===== src/sv/bske_pkg.sv =====
// Shared constants and types for the blue-screen key with 7x7 mask erosion.
// Used by bske_cell, bske_window and blue_screen_key_erode_mask; no dependencies.
package bske_pkg;

  localparam int MAX_WIDTH   = 1024;
  localparam int DELAY_DEPTH = 4096;

  localparam int WIN_SIZE = 7;
  localparam int WIN_RAD  = 3;
  localparam int MIN_SIZE = 7;
  localparam int HIST_W   = WIN_SIZE - 1;

  localparam int COL_W  = $clog2(MAX_WIDTH);
  localparam int WU_W   = $clog2(MAX_WIDTH + 1);
  localparam int ADDR_W = $clog2(DELAY_DEPTH);
  localparam int FW_W   = 11;
  localparam int FH_W   = 12;
  localparam int ROW_W  = FH_W + 1;
  localparam int OFS_W  = $clog2(WIN_SIZE);
  localparam int PIX_W  = 8;

  localparam int CFG_IDX_W  = 3;
  localparam int CFG_DATA_W = 12;

  typedef enum logic [CFG_IDX_W-1:0] {
    CFG_KEY_MODE     = 3'd0,
    CFG_FRAME_WIDTH  = 3'd1,
    CFG_FRAME_HEIGHT = 3'd2,
    CFG_KEY_MARGIN   = 3'd3
  } cfg_reg_t;

  // Control handed to the erosion window once per request leaving the first stage.
  typedef struct packed {
    logic             shift;
    logic             vbit;
    logic [COL_W-1:0] out_col;
    logic [WU_W-1:0]  width;
  } win_ctl_t;

endpackage


===== src/sv/bske_cell.sv =====
// One column cell of the horizontal erosion window.
// Depends on bske_pkg for widths.
module bske_cell (
  input  logic                       clk,
  input  logic                       rst_n,
  input  logic                       shift_en,
  input  logic                       bit_in,
  input  logic [bske_pkg::OFS_W-1:0] cell_ofs,
  input  logic [bske_pkg::COL_W-1:0] out_col,
  input  logic [bske_pkg::WU_W-1:0]  width,
  input  logic                       and_in,
  output logic                       bit_out,
  output logic                       and_out
);

  localparam int CMP_W = bske_pkg::WU_W + 1;

  logic          bit_r;
  logic          bit_nxt;
  logic [CMP_W-1:0] col_plus;
  logic [CMP_W-1:0] ofs_ext;
  logic          in_range;

  assign bit_nxt = shift_en ? bit_in : bit_r;

  always_ff @(posedge clk) begin
    if (!rst_n) begin
      bit_r <= 1'b1;
    end else begin
      bit_r <= bit_nxt;
    end
  end

  // The cell holds the column out_col + WIN_RAD - cell_ofs; columns off the
  // row edges count as foreground.
  assign col_plus = CMP_W'(out_col) + CMP_W'(bske_pkg::WIN_RAD);
  assign ofs_ext  = CMP_W'(cell_ofs);
  assign in_range = (col_plus >= ofs_ext) && (col_plus < (CMP_W'(width) + ofs_ext));

  assign bit_out = bit_r;
  assign and_out = and_in & (bit_r | ~in_range);

endmodule


===== src/sv/bske_window.sv =====
// Row of seven column cells forming the horizontal part of the 7x7 erosion.
// Depends on bske_pkg and bske_cell.
module bske_window (
  input  logic               clk,
  input  logic               rst_n,
  input  bske_pkg::win_ctl_t ctl,
  output logic               eroded
);

  logic [bske_pkg::WIN_SIZE-1:0] bits;
  logic [bske_pkg::WIN_SIZE:0]   ands;

  assign ands[0] = 1'b1;

  for (genvar k = 0; k < bske_pkg::WIN_SIZE; k++) begin : g_cell
    logic shift_src;
    if (k == 0) begin : g_head
      assign shift_src = ctl.vbit;
    end else begin : g_body
      assign shift_src = bits[k-1];
    end
    bske_cell u_cell (
      .clk      (clk),
      .rst_n    (rst_n),
      .shift_en (ctl.shift),
      .bit_in   (shift_src),
      .cell_ofs (bske_pkg::OFS_W'(k)),
      .out_col  (ctl.out_col),
      .width    (ctl.width),
      .and_in   (ands[k]),
      .bit_out  (bits[k]),
      .and_out  (ands[k+1])
    );
  end

  assign eroded = ands[bske_pkg::WIN_SIZE];

endmodule


===== config.mk =====
export PLATFORM = sky130hd
export DESIGN_NAME = bske_window
export DESIGN_NICKNAME = d
export VERILOG_FILES = /design/src/sv/bske_pkg.sv /design/src/sv/bske_cell.sv /design/src/sv/bske_window.sv
export SDC_FILE = /design/constraint.sdc
export NUM_CORES = 1
export LEC_CHECK = 0
export ABC_CLOCK_PERIOD_IN_PS = 11700
export BUFFER_PORTS_ARGS = -buffer_cell sky130_fd_sc_hd__clkbuf_2
export CAP_MARGIN = 20
export CORE_ASPECT_RATIO = 0.9
export CORE_UTILIZATION = 56
export CTS_CLUSTER_SIZE = 24
export DETAILED_ROUTE_END_ITERATION = 6
export PLACE_DENSITY = 0.76
export REMOVE_ABC_BUFFERS = 1
export SLEW_MARGIN = 25
export SYNTH_ARGS = -nofsm -noshare
export SYNTH_HDL_FRONTEND = slang
export SYNTH_SLANG_ARGS = --single-unit

===== constraint.sdc =====
create_clock -name clk -period 11.7 [get_ports clk]
set_clock_uncertainty 0.15 [all_clocks]
set_input_delay 2.34 -clock clk [delete_from_list [all_inputs] [get_ports clk]]
set_output_delay 2.34 -clock clk [all_outputs]
set_load 0.1 [all_outputs]

==> run metrics <==
Peak Freq 119 MHz; Max Root-Sink Buffers 2; Seq pwr share 13.5%; clock share of power 19.1%; Storage cell area 140 um2; vias in the first global route 2,765; reg-to-reg slack, setup 10.85 ns; MaxCap Viol Count 0; Max Slew Vio Count 0; core area 4950 um2; post-synthesis cell area 2950 um2; relative slew slack 44.3%; synthesized flop and latch total 7; multi-input logic area 2660 um2; clk slew on worst S/H paths 0.04 ns; CP Capture Type output pin; leading cell types in the layout, fill and taps excluded ha_1, xnor2_1, nand2_1, clkbuf_2, a21oi_1; HPWL Detailed 6690 um; commonest non-fill, non-tap cell in the layout ha_1; main flop type after synthesis dfxtp_1; die area 5570 um2; port buffer count 25; critical path launch point ctl[11]; total track usage 30.4%; P per Cell Area 58.3 nW/um2; Synth cell types 52; kind of critical path in2out; CTS tree yes; buffer count from post-CTS setup fixing 0; RR Endpoint g_cell[2].u_cell.bit_out; antenna violations before repair 0; floorplan row count 24; Setup Viol. Count Final 0; Vias/cell 6.17; fillcell total 464; number of flip-flops in the largest register 7; P_leak 1.40 nW; Final ANT Viol Nets 0; CP required 9.21 ns; synthesized area per cell 7.71 um2; RSZ-0062 raised after global routing no; worst r2r src g_cell[1].u_cell.bit_out; chip width 78.5 um; Arrival @ worst endpoint 5.89 ns; Initial DRC Count 188; Worst-Skew Late Latency 0.23 ns; Synth-to-Final Area Change 6.61%; Post-Route Setup TNS 0 ns; Resize count post-CTS 0; Pre-antenna DRT Iters 5; total net switching power 0.0000847 W; first-pass GRT wire length 13,400 um; Synth Warn # 0; Die Y 70.9 um; # nets final 496; Gate Count Post-Synth 383; fin worst setup slack 3.32 ns; combinational share of power 67.4%; drt drc 0; CP peak stage delay 0.39 ns; Sw Share 46.2%; average wire per standard cell 17.0 um; Post-Route WL 7880 um; TritonCTS Buffers 3; layout cell share with drive strength beyond 1 9.52%; hold buffer count at cts 0; Post-synth EDFFs 0; DP Area 3100 um2; GR Overflow Total 0; I/O pin total 26; Hold Crit Class reg2reg; FFs w/ async S/R, synth 0%; Worst Setup Start Kind input port; CTS H-tree depth 1; critical path capture point eroded; Pint 0.0000987 W; largest net degree at the start of global routing 14; VDD IR-drop max 0.0000582 V; status finished, final reports clean; GP Congestion 0.904; finished layout cell area 3150 um2; Cell Chain, Critical Path clkbuf_2 > inv_1 > ha_1 > xor2_1 > inv_1 > ha_1 > nor2b_1 > a221oi_1 > o21ai_0 > maj3_1 > a41oi_1 > maj3_1 > nand3_1 > nor4b_2 > clkbuf_2; Fin. Hold Viols 0; dpl ws 3.32 ns; Final min period 8.38 ns; Antenna Cells 0; Slew @ Worst Pin 0.829 ns; slowest CP cell clkbuf_2; post-synthesis sequential area ratio 4.75%; fin crit share 71.6%; largest fanout on the critical path 8; worst r2r path cells 2; clock root cell clkbuf_8; initial core utilization 59.6%; total number of vias 2,863; Sink Count 7
==> worst min-delay path by stage <==
stage,startpoint,to,slack [ns],cells past startpoint
after global routing,g_cell[6].u_cell.bit_out,g_cell[6].u_cell.bit_out,0.37,2
after CTS,g_cell[6].u_cell.bit_out,g_cell[6].u_cell.bit_out,0.33,2
after detailed placement,g_cell[6].u_cell.bit_out,g_cell[6].u_cell.bit_out,0.32,2
final,g_cell[6].u_cell.bit_out,g_cell[6].u_cell.bit_out,0.33,2
after global placement,g_cell[6].u_cell.bit_out,g_cell[6].u_cell.bit_out,0.32,2
after floorplan,g_cell[6].u_cell.bit_out,g_cell[6].u_cell.bit_out,0.29,2
==> worst max-delay path: cells and delay by family <==
| family | cells | cell delay (ns) |
|---|---|---|
| adders and majority gates | 4 | 1.22 |
| buffers and inverters | 4 | 0.93 |
| AOI/OAI and AO/OA | 3 | 0.73 |
| and+or+nand+nor | 3 | 0.37 |
| xor gates and xnor gates | 1 | 0.31 |
==> per-stage QoR <==
stage	std cells	total power [W]	hold slack (ns)	util, %
6_report	464	0.000183	0.331	63.5
5_1_grt	464	0.000201	0.367	63.5
4_1_cts	464	0.000183	0.329	63.5
3_5_place_dp	460	0.000147	0.317	62.6
3_3_place_gp	460	0.000142	0.317	62.6
2_1_floorplan	370	0.000111	0.291	-
==> power groups by stage <==
| stage | Combinational [W] | Clock [W] | Sequential, W |
|---|---|---|---|
| after global routing | 0.000139 | 0.0000371 | 0.0000248 |
| after CTS | 0.000123 | 0.0000353 | 0.0000248 |
| after detailed placement | 0.000122 | 0 | 0.0000252 |
| after global placement | 0.000117 | 0 | 0.0000252 |
| after floorplan | 0.0000857 | 0 | 0.0000250 |
| final | 0.000124 | 0.0000350 | 0.0000248 |
==> routing by layer <==
| layer | vias up | GRT usage, % | part of all wire [%] |
|---|---|---|---|
| met5 | - | 0 | 0 |
| met4 | 0 | 5.97 | 2.1 |
| met3 | 18 | 5.16 | 5.6 |
| met2 | 87 | 51.2 | 45 |
| met1 | 1348 | 40.7 | 47 |
| li1 | 1410 | - | - |
==> cell type report <==
cell class,instances,area share (%)
clock buffer,3,1.31
sequential,7,4.45
tap,65,2.58
clock inverter,1,0.159
inverter,25,2.98
timing repair buffer,25,3.97
multi-input combinational,338,84.5
==> Yosys cell counts (all sizes together) (4+ instances only) <==
library cell  number  area [um2]
o211ai             5        37.5
a21oi             22         110
clkbuf             4        15.0
xnor2             55         482
dfxtp              7         140
ha                71         888
xor2               5        43.8
inv               22        82.6
nand2             42         158
a21o               9        67.6
nor2b              6        37.5
nor3               9        50.1
o21a               6        45.0
mux2i              7        70.1
o21ai             11        55.1
buf                9        42.5
a31oi              4        25.0
nand3             19        95.1
nor2              17        63.8
maj3               7        71.3
nand4              5        31.3
==> kinds of logic (layout without fill, tap and decap cells) <==
| kind of cell | after synthesis | in the layout | synth area share, % |
|---|---|---|---|
| xor+xnor | 60 | 60 | 17.8 |
| fa+ha+maj | 78 | 78 | 32.5 |
| simple gates | 116 | 116 | 19.4 |
| flops | 7 | 7 | 4.75 |
| compound gates | 76 | 76 | 17.6 |
| mux | 8 | 8 | 2.75 |
| buf+inv | 38 | 54 | 5.13 |
No activity file was read; power rests on OpenSTA's default activity.
